[config.mk]
export PLATFORM = sky130hd
export DESIGN_NAME = dpi_list_range_expander
export DESIGN_NICKNAME = d
export VERILOG_FILES = /design/src/rtl/core/dlre_pkg.sv /design/src/rtl/core/dlre_ctrl.sv /design/src/rtl/core/dlre_dpath.sv /design/src/rtl/core/dpi_list_range_expander.sv
export SDC_FILE = /design/constraint.sdc
export NUM_CORES = 1
export LEC_CHECK = 0
export BUFFER_PORTS_ARGS = -buffer_cell sky130_fd_sc_hd__buf_2
export CAP_MARGIN = 40
export CORE_UTILIZATION = 28
export CTS_CLUSTER_SIZE = 10
export DETAILED_ROUTE_END_ITERATION = 8
export PLACE_DENSITY = 0.45
export SLEW_MARGIN = 10
export SYNTH_ARGS = -nofsm -noshare
export SYNTH_HDL_FRONTEND = slang
export SYNTH_SLANG_ARGS = --single-unit
[constraint.sdc]
create_clock -name clk -period 3.6 [get_ports clk]
set_input_delay 0.72 -clock clk [delete_from_list [all_inputs] [get_ports clk]]
set_output_delay 0.72 -clock clk [all_outputs]
set_load 0.02 [all_outputs]
[src/rtl/core/dlre_pkg.sv]
// shared types and constants for the resolution list range expander
`timescale 1ns / 1ps
`default_nettype none

package dlre_pkg;

	localparam int WORD_W   = 16;
	localparam int STEP_W   = 13;
	localparam int CAP_W    = 7;
	localparam int KIND_W   = 2;
	localparam int ERR_W    = 3;

	localparam int DEF_MAX_RAW_WORDS = 8;
	localparam int DEF_MAX_VALUES    = 64;

	localparam logic [CAP_W-1:0] CAP_RESET = 7'd64;
	localparam logic [WORD_W-STEP_W-1:0] STEP_TAG = 3'b111;

	localparam logic [KIND_W-1:0] KIND_VALUE = 2'd0;
	localparam logic [KIND_W-1:0] KIND_OK    = 2'd1;
	localparam logic [KIND_W-1:0] KIND_FAIL  = 2'd2;

	localparam logic [ERR_W-1:0] ERR_NONE       = 3'd0;
	localparam logic [ERR_W-1:0] ERR_NO_BASE    = 3'd1;
	localparam logic [ERR_W-1:0] ERR_UNTERM     = 3'd2;
	localparam logic [ERR_W-1:0] ERR_ZERO_STEP  = 3'd3;
	localparam logic [ERR_W-1:0] ERR_END_BELOW  = 3'd4;
	localparam logic [ERR_W-1:0] ERR_CAPACITY   = 3'd5;
	localparam logic [ERR_W-1:0] ERR_EMPTY      = 3'd6;

	// controller to datapath
	typedef struct packed {
		logic capture;
		logic eval;
		logic run;
		logic finish;
	} cmd_t;

	// datapath to controller
	typedef struct packed {
		logic to_run;
		logic to_idle;
		logic run_exit;
		logic fin_exit;
	} sts_t;

endpackage

`default_nettype wire

[src/rtl/core/dlre_ctrl.sv]
// controller state machine for the resolution list range expander
`timescale 1ns / 1ps
`default_nettype none

module dlre_ctrl
	import dlre_pkg::*;
(
	input  wire logic clk,
	input  wire logic arst_n,
	input  wire logic in_valid,
	output logic      in_stall,
	output cmd_t      cmd,
	input  wire sts_t sts
);

	typedef enum logic [3:0] {
		ST_IDLE = 4'b0001,
		ST_EVAL = 4'b0010,
		ST_RUN  = 4'b0100,
		ST_FIN  = 4'b1000
	} state_t;

	state_t state_q;
	state_t state_d;

	assign in_stall = (state_q != ST_IDLE);

	always_comb begin
		cmd         = '0;
		cmd.capture = (state_q == ST_IDLE) && in_valid;
		cmd.eval    = (state_q == ST_EVAL);
		cmd.run     = (state_q == ST_RUN);
		cmd.finish  = (state_q == ST_FIN);
	end

	always_comb begin
		state_d = state_q;
		unique case (state_q)
			ST_IDLE: begin
				if (in_valid) state_d = ST_EVAL;
			end
			ST_EVAL: begin
				if (sts.to_idle) state_d = ST_IDLE;
				else if (sts.to_run) state_d = ST_RUN;
				else state_d = ST_FIN;
			end
			ST_RUN: begin
				if (sts.run_exit) state_d = ST_FIN;
			end
			ST_FIN: begin
				if (sts.fin_exit) state_d = ST_IDLE;
			end
			default: state_d = ST_IDLE;
		endcase
	end

	always_ff @(posedge clk or negedge arst_n) begin
		if (!arst_n) begin
			state_q <= ST_IDLE;
		end else begin
			state_q <= state_d;
		end
	end

endmodule

`default_nettype wire

[src/rtl/core/dlre_dpath.sv]
// datapath: list state, range stepping, result register
`timescale 1ns / 1ps
`default_nettype none

module dlre_dpath
	import dlre_pkg::*;
#(
	parameter int MAX_RAW_WORDS = DEF_MAX_RAW_WORDS,
	parameter int MAX_VALUES    = DEF_MAX_VALUES
) (
	input  wire logic              clk,
	input  wire logic              arst_n,
	input  wire logic              cfg_wr_en,
	input  wire logic [CAP_W-1:0]  cfg_wr_data,
	input  wire logic [WORD_W-1:0] raw_word,
	input  wire logic              word_last,
	input  wire cmd_t              cmd,
	output sts_t                   sts,
	output logic                   out_valid,
	input  wire logic              out_stall,
	output logic [WORD_W-1:0]      dpi_value,
	output logic [KIND_W-1:0]      kind,
	output logic [ERR_W-1:0]       error_code,
	output logic                   last_of_run
);

	localparam int CNT_W = $clog2(MAX_VALUES + 1);
	localparam int WRD_W = $clog2(MAX_RAW_WORDS + 1);

	logic [CAP_W-1:0]  capacity_q;
	logic [WORD_W-1:0] word_q;
	logic              last_q;
	logic [CNT_W-1:0]  cnt_q, cnt_d;
	logic [WORD_W-1:0] prev_q, prev_d;
	logic [STEP_W-1:0] pstep_q, pstep_d;
	logic              pend_q, pend_d;
	logic [WRD_W-1:0]  words_q, words_d;
	logic              stopped_q, stopped_d;
	logic [ERR_W-1:0]  err_q, err_d;
	logic              done_q, done_d;
	logic [WORD_W:0]   next_q, next_d;
	logic [STEP_W-1:0] rstep_q, rstep_d;

	logic              out_valid_q;
	logic [WORD_W-1:0] dpi_value_q;
	logic [KIND_W-1:0] kind_q;
	logic [ERR_W-1:0]  error_code_q;
	logic              last_of_run_q;

	logic              emit;
	logic [WORD_W-1:0] emit_val;
	logic [KIND_W-1:0] emit_kind;
	logic [ERR_W-1:0]  emit_err;
	logic              emit_last;

	logic              out_free;
	logic [CAP_W-1:0]  cap_eff;
	logic              cnt_full;
	logic [WRD_W-1:0]  words_inc;
	logic [ERR_W-1:0]  fin_err;
	logic              next_hits_end;

	assign out_free  = !out_valid_q || !out_stall;
	assign cap_eff   = (capacity_q > CAP_W'(MAX_VALUES)) ? CAP_W'(MAX_VALUES) : capacity_q;
	assign cnt_full  = (CAP_W'(cnt_q) >= cap_eff);
	assign words_inc = words_q + WRD_W'(1);
	assign next_hits_end = (next_q == {1'b0, word_q});

	// status at the end of an item: stream error first, then end-of-list checks
	always_comb begin
		if (err_q != ERR_NONE) fin_err = err_q;
		else if (done_q && pend_q) fin_err = ERR_UNTERM;
		else if (done_q && cnt_q == '0) fin_err = ERR_EMPTY;
		else fin_err = ERR_NONE;
	end

	always_comb begin
		cnt_d     = cnt_q;
		prev_d    = prev_q;
		pstep_d   = pstep_q;
		pend_d    = pend_q;
		words_d   = words_q;
		stopped_d = stopped_q;
		err_d     = err_q;
		done_d    = done_q;
		next_d    = next_q;
		rstep_d   = rstep_q;
		emit      = 1'b0;
		emit_val  = word_q;
		emit_kind = KIND_VALUE;
		emit_err  = ERR_NONE;
		emit_last = 1'b0;
		sts       = '0;

		if (cmd.eval) begin
			err_d  = ERR_NONE;
			done_d = 1'b0;
			if (stopped_q) begin
				// rest of the list is dropped; a last item re-arms for a new list
				if (last_q) stopped_d = 1'b0;
				sts.to_idle = 1'b1;
			end else if (word_q == '0) begin
				done_d = 1'b1;
			end else begin
				words_d = words_inc;
				done_d  = last_q || (words_inc >= WRD_W'(MAX_RAW_WORDS));
				if (pend_q) begin
					pend_d  = 1'b0;
					pstep_d = '0;
					if (pstep_q == '0) begin
						err_d = ERR_ZERO_STEP;
					end else if (word_q < prev_q) begin
						err_d = ERR_END_BELOW;
					end else begin
						next_d     = {1'b0, prev_q} + (WORD_W + 1)'(pstep_q);
						rstep_d    = pstep_q;
						sts.to_run = 1'b1;
					end
				end else if (word_q[WORD_W-1:STEP_W] == STEP_TAG) begin
					if (cnt_q == '0) begin
						err_d = ERR_NO_BASE;
					end else begin
						pstep_d = word_q[STEP_W-1:0];
						pend_d  = 1'b1;
					end
				end else begin
					// a plain word is a run of one value
					next_d     = {1'b0, word_q};
					rstep_d    = STEP_W'(1);
					sts.to_run = 1'b1;
				end
			end
		end else if (cmd.run) begin
			if (next_q <= {1'b0, word_q}) begin
				if (cnt_full) begin
					err_d        = ERR_CAPACITY;
					sts.run_exit = 1'b1;
				end else if (out_free) begin
					emit         = 1'b1;
					emit_val     = next_q[WORD_W-1:0];
					emit_last    = next_hits_end && !done_q;
					cnt_d        = cnt_q + CNT_W'(1);
					prev_d       = next_q[WORD_W-1:0];
					next_d       = next_q + (WORD_W + 1)'(rstep_q);
					sts.run_exit = next_hits_end;
				end
			end else begin
				// run overshot the end value: emit the end value unless already there
				if (prev_q == word_q) begin
					sts.run_exit = 1'b1;
				end else if (cnt_full) begin
					err_d        = ERR_CAPACITY;
					sts.run_exit = 1'b1;
				end else if (out_free) begin
					emit         = 1'b1;
					emit_val     = word_q;
					emit_last    = !done_q;
					cnt_d        = cnt_q + CNT_W'(1);
					prev_d       = word_q;
					sts.run_exit = 1'b1;
				end
			end
		end else if (cmd.finish) begin
			if (fin_err == ERR_NONE && !done_q) begin
				sts.fin_exit = 1'b1;
			end else if (out_free) begin
				emit         = 1'b1;
				emit_val     = '0;
				emit_kind    = (fin_err != ERR_NONE) ? KIND_FAIL : KIND_OK;
				emit_err     = fin_err;
				emit_last    = 1'b1;
				cnt_d        = '0;
				prev_d       = '0;
				pstep_d      = '0;
				pend_d       = 1'b0;
				words_d      = '0;
				stopped_d    = !last_q;
				sts.fin_exit = 1'b1;
			end
		end
	end

	always_ff @(posedge clk or negedge arst_n) begin
		if (!arst_n) begin
			capacity_q  <= CAP_RESET;
			cnt_q       <= '0;
			prev_q      <= '0;
			pstep_q     <= '0;
			pend_q      <= 1'b0;
			words_q     <= '0;
			stopped_q   <= 1'b0;
			err_q       <= ERR_NONE;
			done_q      <= 1'b0;
			out_valid_q <= 1'b0;
		end else begin
			if (cfg_wr_en) capacity_q <= cfg_wr_data;
			cnt_q     <= cnt_d;
			prev_q    <= prev_d;
			pstep_q   <= pstep_d;
			pend_q    <= pend_d;
			words_q   <= words_d;
			stopped_q <= stopped_d;
			err_q     <= err_d;
			done_q    <= done_d;
			if (emit) out_valid_q <= 1'b1;
			else if (!out_stall) out_valid_q <= 1'b0;
		end
	end

	always_ff @(posedge clk) begin
		if (cmd.capture) begin
			word_q <= raw_word;
			last_q <= word_last;
		end
		next_q  <= next_d;
		rstep_q <= rstep_d;
		if (emit) begin
			dpi_value_q   <= emit_val;
			kind_q        <= emit_kind;
			error_code_q  <= emit_err;
			last_of_run_q <= emit_last;
		end
	end

	assign out_valid   = out_valid_q;
	assign dpi_value   = dpi_value_q;
	assign kind        = kind_q;
	assign error_code  = error_code_q;
	assign last_of_run = last_of_run_q;

endmodule

`default_nettype wire

[src/rtl/core/dpi_list_range_expander.sv]
// top level of the resolution list range expander
//
//  channel  direction  handshake             payload
//  in       input      in_valid / in_stall   raw_word, word_last
//  out      output     out_valid / out_stall dpi_value, kind, error_code, last_of_run
//  cfg      input      cfg_wr_en             cfg_wr_data (capacity)
//
// an item is accepted and decoded; a plain word or range end is then expanded in the
// run state, one value per cycle while the result register is free, and the finish
// state emits the end-of-item status when the list ends or fails
// out_stall holds the result register and pauses the run until it drains
// arst_n clears the list state and sets capacity to 64
`timescale 1ns / 1ps
`default_nettype none

module dpi_list_range_expander
	import dlre_pkg::*;
#(
	parameter int MAX_RAW_WORDS = DEF_MAX_RAW_WORDS,
	parameter int MAX_VALUES    = DEF_MAX_VALUES
) (
	input  wire logic              clk,
	input  wire logic              arst_n,
	input  wire logic              cfg_wr_en,
	input  wire logic [CAP_W-1:0]  cfg_wr_data,
	input  wire logic              in_valid,
	output logic                   in_stall,
	input  wire logic [WORD_W-1:0] raw_word,
	input  wire logic              word_last,
	output logic                   out_valid,
	input  wire logic              out_stall,
	output logic [WORD_W-1:0]      dpi_value,
	output logic [KIND_W-1:0]      kind,
	output logic [ERR_W-1:0]       error_code,
	output logic                   last_of_run
);

	cmd_t cmd;
	sts_t sts;

	dlre_ctrl u_ctrl (
		.clk      (clk),
		.arst_n   (arst_n),
		.in_valid (in_valid),
		.in_stall (in_stall),
		.cmd      (cmd),
		.sts      (sts)
	);

	dlre_dpath #(
		.MAX_RAW_WORDS (MAX_RAW_WORDS),
		.MAX_VALUES    (MAX_VALUES)
	) u_dpath (
		.clk         (clk),
		.arst_n      (arst_n),
		.cfg_wr_en   (cfg_wr_en),
		.cfg_wr_data (cfg_wr_data),
		.raw_word    (raw_word),
		.word_last   (word_last),
		.cmd         (cmd),
		.sts         (sts),
		.out_valid   (out_valid),
		.out_stall   (out_stall),
		.dpi_value   (dpi_value),
		.kind        (kind),
		.error_code  (error_code),
		.last_of_run (last_of_run)
	);

endmodule

`default_nettype wire

# Word level (Yosys, flattened, before mapping)
# Index checks and enable logic that the tools add are counted.
dict set report word_totals {
  output_inout_bits 24
  register_bits 127
  elab_cells 230
  inputBits 29
}
dict set report classes {
  reduce_logical 33
  n_bitwise 5
  add_sub_neg 4
  order_cmp 5
  mux 135
  eq_ne 29
}
# cell n
set ops {}
lappend ops {{2-to-1 mux 16 bit} 18}
lappend ops {{2-to-1 mux 17 bit} 11}
lappend ops {{2-to-1 mux 13 bit} 14}
lappend ops {{2-to-1 mux 7 bit} 9}
lappend ops {{2-to-1 mux 1 bit} 54}
lappend ops {{2-to-1 mux 4 bit} 12}
lappend ops {{2-to-1 mux 3 bit} 13}
lappend ops {{inequality test 2 bit, second input constant} 9}
lappend ops {{AND reduction 6 bit} 3}
lappend ops {{adder 16 x 13 -> 17 bit} 1}
lappend ops {{adder 17 x 13 -> 17 bit} 1}
lappend ops {{equality test 17 x 16 -> 1 bit} 1}
lappend ops {{less-or-equal comparator 17 x 16 -> 1 bit} 1}
lappend ops {{equality test 16 bit} 1}
lappend ops {{zero test 16 bit} 1}
lappend ops {{< comparator 16 bit} 1}
lappend ops {{case mux 4 bit (4 select lines)} 1}
lappend ops {{zero test 13 bit} 1}
lappend ops {{inequality test 3 x 2 -> 1 bit, second input constant} 4}
lappend ops {{nonzero test 2 bit} 6}
lappend ops {{inequality test 2 x 1 -> 1 bit, second input constant} 5}
lappend ops {{AND reduction 9 bit} 1}
lappend ops {{AND reduction 8 bit} 1}
lappend ops {{adder 7 x 1 -> 7 bit, second input constant} 1}
lappend ops {{other kinds (25)} 41}

# Logic depth before layout (Yosys ltp)
dict set report depth {
  ltp_word 13
  mapped_depth 12
  depth_no_buf 11
}

# Hierarchy
# A second synthesis with hierarchy kept.
dict set report hier_totals {
  hier_cells 786
  hier_area_um2 7800.0
}
# module area_per_inst_um2 cells_per_inst seq_area_each_um2 instances
set modules_own_cells {}
lappend modules_own_cells {dlre_dpath 7588.5 766 3424.5 1}
lappend modules_own_cells {dlre_ctrl 211.5 20 101.3 1}

# Worst setup path before layout
# No wires, ideal clock.
dict set report synth_path {
  kind {register to register}
  startpoint {register u_dpath.next_q[14]}
  endpoint {register u_dpath.next_q[0] (enable)}
  setup_time_ns 0.420
  t_required_ns 3.180
  synth_period_minus_slack_ns 3.893
  stages_incl_launch_ff 10
  n_path_buf 1
  setup_slack_ns -0.293
  arrival_time_ns 3.473
  cell_sequence {edfxtp_1 -> ha_1 -> nand4b_4 -> nor4_4 -> a2111oi_4 -> nand3_2 -> nand2_2 -> buf_4 -> nand2_1 -> a221oi_1}
}
dict set report synth_between {
  elab_chain_len 3
}
# element line_no
set synth_lines {}
lappend synth_lines {{start, declared} dlre_dpath.sv:41} ;# logic [WORD_W:0] next_q, next_d;
lappend synth_lines {{start signal, assigned} dlre_dpath.sv:215} ;# next_q <= next_d;
lappend synth_lines {{less-or-equal comparator 17 x 16 -> 1 bit} dlre_dpath.sv:134} ;# if (next_q <= {1'b0, word_q}) begin
lappend synth_lines {{nonzero test 2 bit (no source line)} -}
lappend synth_lines {{AND reduction 9 bit (no source line)} -}
# No other way between the ends.
# A chain may end at the register's enable or synchronous reset.

# Final worst setup path
dict set report layout_path {
  startpoint {register u_dpath.capacity_q[6]}
  endpoint {register u_dpath.dpi_value_q[6] (netlist: u_dpath.dpi_value[6]) (enable)}
}
dict set report layout_between {
  elab_chain_len 8
}
# element line_no
set layout_lines {}
lappend layout_lines {{start, declared} dlre_dpath.sv:30} ;# logic [CAP_W-1:0] capacity_q;
lappend layout_lines {{start signal, assigned} dlre_dpath.sv:196} ;# if (cfg_wr_en) capacity_q <= cfg_wr_data;
lappend layout_lines {{greater-than comparator 7 bit} dlre_dpath.sv:64} ;# assign cap_eff = (capacity_q > CAP_W'(MAX_VALUES)) ? CAP_W'(MAX_VALUES) : capacity_q;
lappend layout_lines {{2-to-1 mux 7 bit *} dlre_dpath.sv:64}
lappend layout_lines {{>= comparator 7 bit *} dlre_dpath.sv:65} ;# assign cnt_full = (CAP_W'(cnt_q) >= cap_eff);
lappend layout_lines {{2-to-1 mux 1 bit *} {dlre_dpath.sv:135, dlre_dpath.sv:151}}
lappend layout_lines {{2-to-1 mux 1 bit} dlre_dpath.sv:149} ;# if (prev_q == word_q) begin
lappend layout_lines {{2-to-1 mux 1 bit *} dlre_dpath.sv:134}
lappend layout_lines {{2-to-1 mux 1 bit *} dlre_dpath.sv:133} ;# end else if (cmd.run) begin
lappend layout_lines {{2-to-1 mux 1 bit *} dlre_dpath.sv:95} ;# if (cmd.eval) begin
lappend layout_lines {{net u_dpath.emit} dlre_dpath.sv:50} ;# logic emit;
lappend layout_lines {{end signal, assigned} dlre_dpath.sv:218} ;# dpi_value_q <= emit_val;
lappend layout_lines {{end, declared} dlre_dpath.sv:45} ;# logic [WORD_W-1:0] dpi_value_q;
# Mark *: on every way through the listed nets, which the timed path passes. The rest lies on a longest branch.

==> results.cfg <==
[outcome]
status = complete, no violations

[critical_path]
r2r-start = u_dpath.capacity_q[6]
path_cells = inv_1 > nand2_1 > ha_1 > a21oi_1 > o21ai_0 > a2111oi_0 > o22ai_1 > a31o_4 > inv_2 > buf_12
r2r_cells = 10
r2r_end = u_dpath.dpi_value[6]
worstSetupEndpoint = u_dpath.dpi_value[6]
crit_path_start_kind = flop
crit_path_max_incr_delay_ns = 0.53
critical_path_class = flop to flop
startpoint = u_dpath.capacity_q[6]
cp.arrival_ns = 3.26
path_delay_family = compound AO/OA/AOI/OAI gates
crit_fanout = 27
path_depth = 10
critPathRequiredTime_ns = 3.73
cp_slowest_cell = dfstp_2
crit_path_end_kind = flop
rrSetupSlack_ns = 0.47
path_buf_inv = 3

[logic_synthesis]
ys_seq_area_share_pct = 44.15
synthTopCellsByCount = edfxtp_1 (69), ha_1 (68), nor2_1 (64), dfrtp_1 (56), a21oi_1 (55)
synth-compound-area-share_pct = 21.09
avgSynthCellArea_sq_um = 10.27
synth-simple-area-share_pct = 14.99
synth.top_cell.area_share_pct = 25.94
yosysTopAreaCell = edfxtp_1
ys_top_cells_by_area = edfxtp_1 (26%), dfrtp_1 (18%), ha_1 (11%)
synth_top_family_by_area = compound AO/OA/AOI/OAI gates
netlist_instances = 778
synth_most_common_cell = edfxtp_1
synth_adder_area_share_pct = 11.15
syn-cell-area_sq_mm = 0.007986
ys_seq_elements = 127
ys_warn_count = 0
synth_nets = 877
synthXorXnorAreaFrac_pct = 2.303
synth-edff-count = 69
synth_mux_area_share_pct = 1.990
async_flop_share_pct = 45.67
yosysUniqueCellTypes = 73
synthFlopType = edfxtp_1

[timing]
period_share_pct = 86.81
setup_viol = 0
hold_viol = 0
worstMarginPinSlew_ns = 0.8880
whs_ns = 0.3167
slew_headroom_pct = 40.76
setup_tns_ns = 0
max_freq_ghz = 0.3200
grt_setup_unrepaired = false
maxSlewViolCount = 0
fin_skew_ns = 0.01119
timing.final.crit_period_ns = 3.125

[clock_tree]
cts_buffer_depth = 2
cts_made_buffers = 17
cts_setup_buffers = 0
clock_latency_ns = 0.43
holdBufCountCts = 0
cts_root_buf = clkbuf_16
clkTransAtPathRegs_ns = 0.06
cts_tree = yes
htree_num_levels = 4
cts_resized = 0
cts.sinks = 127

[pwr]
power_frac_comb_pct = 34.4
p_seq_share_pct = 36.2
p_leak_uw = 0.004048
powerDensity_mw_per_mm2 = 613.4
clockPowerShare_pct = 29.3
cell_internal_pwr_uw = 3694
switchingPower_uw = 2143
switching_share_pct = 36.71
vdd_ir_drop_max_uv = 238.5

[drt]
drc_errors = 0
drtPass1Iterations = 5
wirelength_mm = 25.94
vias = 6479
ant_nets = 0
via_per_inst = 5.183
drtIter0Drc = 457
wire_per_inst_microns = 20.75

[grt]
grt_use_total_pct = 18.70
grt_use_met2_pct = 28.82
top_usage_layer = met2
antenna_found_initial = 0
gr-usage-met1_pct = 26.40
use_met3_pct = 3.100
grt_pass1_vias = 6471
grt_overflow = 0
grt_first_pass_wirelength_mm = 39.89
grt_max_degree = 33

[layout]
areaGrowthSynthToFinish_pct = 19.16
final_util_pct = 34.07
num_antenna_cells = 0
fin_nets = 958
drive_gt1_share_pct = 18.92

[die]
start_util_pct = 28.59
num_io_pins = 53
coreArea_sq_mm = 0.02793
row_count = 61
die_w_microns = 170.9
dieArea_sq_mm = 0.02920
chipHeight_microns = 170.9

[placed_design]
hpwl_mm = 19.40
numPortBuffers = 52
place_congestion = 0.8188

[worst_hold_path]
hold_class = primary input to asynchronous set/reset pin

[run]
cap_viol_max_count = 0
[worst min-delay path by stage]
stage                         from                  to  slack, ns  cells after the start
CTS                         arst_n  u_dpath.prev_q[13]       0.32                      2
finish                      arst_n  u_dpath.prev_q[13]       0.32                      2
floorplan                   arst_n   u_ctrl.state_q[1]       0.42                      0
global placement    u_dpath.last_q   u_dpath.stopped_q       0.44                      1
detailed placement  u_dpath.last_q   u_dpath.stopped_q       0.44                      1
global route                arst_n  u_dpath.prev_q[13]       0.34                      2
[power by group through the flow]
stage               sequential (uW)  clock (uW)  combinational, uW
CTS                            2120        1750               2010
global placement               2140           0               1990
detailed placement             2140           0               1990
finish                         2120        1710               2010
global route                   2150        1800               2240
floorplan                      2090           0               1330
[final cells by class]
class / count / area, sq um
sequential: 127 / 3526
timing repair buffer: 93 / 618.1
fill: 2937 / 18420
inverter: 50 / 187.7
tap: 378 / 473.0
multi-input combinational: 570 / 4140
clock inverter: 13 / 138.9
clock buffer: 19 / 432.9
[metrics by stage]
stage	std cells	power (uW)	setup slack [ns]	area (sq um)
after floorplan	778	3427	0.2582	7993
after global placement	1217	4136	0.5262	8925
after detailed placement	1218	4137	0.5270	8945
after CTS	1250	5875	0.4908	9517
after global routing	1250	6190	0.2424	9517
final	1250	5837	0.4749	9517
[placed cells by master, fill, tap and decap left out, types with 7 or more instances in the layout]
cell type and n:
buf_2 52, a21oi_1 55, nor2_1 64, clkbuf_16 17, a221oi_2 9, nor3_1 17
ha_1 68, inv_1 49, nor2b_1 7, xnor2_1 7, xor2_1 14, o21ai_0 44
a211oi_2 7, buf_4 37, nand2b_1 8, a211oi_1 14, a221oi_1 10, a21o_1 13
mux2i_1 8, nand4_1 9, nand2_1 47, nand3_1 23, a22o_1 27, or3_1 7
edfxtp_1 69, mux2_2 7, dfrtp_1 56, and2_1 15, nor4_1 8, o21a_1 11
[metal layers]
layer,routed length [microns],vias up
li1,-,3097
met1,12420,3163
met2,11760,195
met3,1221,24
met4,544,0
met5,0,-
[cells by family after synthesis]
kind of cell,Yosys count
fa+ha+maj,70
buf+inv,81
flops,127
mux,15
simple gates,232
xor+xnor,21
compound gates,232
[sequential cells by signal (all words and copies together) (netlist names)]
register / flops
u_ctrl.state_q: 4
u_dpath.prev_q: 16
u_dpath.dpi_value: 16
u_dpath.err_q: 3
u_dpath.out_valid: 1
u_dpath.done_q: 1
u_dpath.capacity_q: 7
u_dpath.rstep_q: 13
u_dpath.pstep_q: 13
u_dpath.kind: 2
u_dpath.stopped_q: 1
u_dpath.next_q: 17
u_dpath.error_code: 3
u_dpath.word_q: 16
u_dpath.last_of_run: 1
u_dpath.last_q: 1
u_dpath.pend_q: 1
u_dpath.words_q: 4
u_dpath.cnt_q: 7
(Power assumes the default switching activity.)
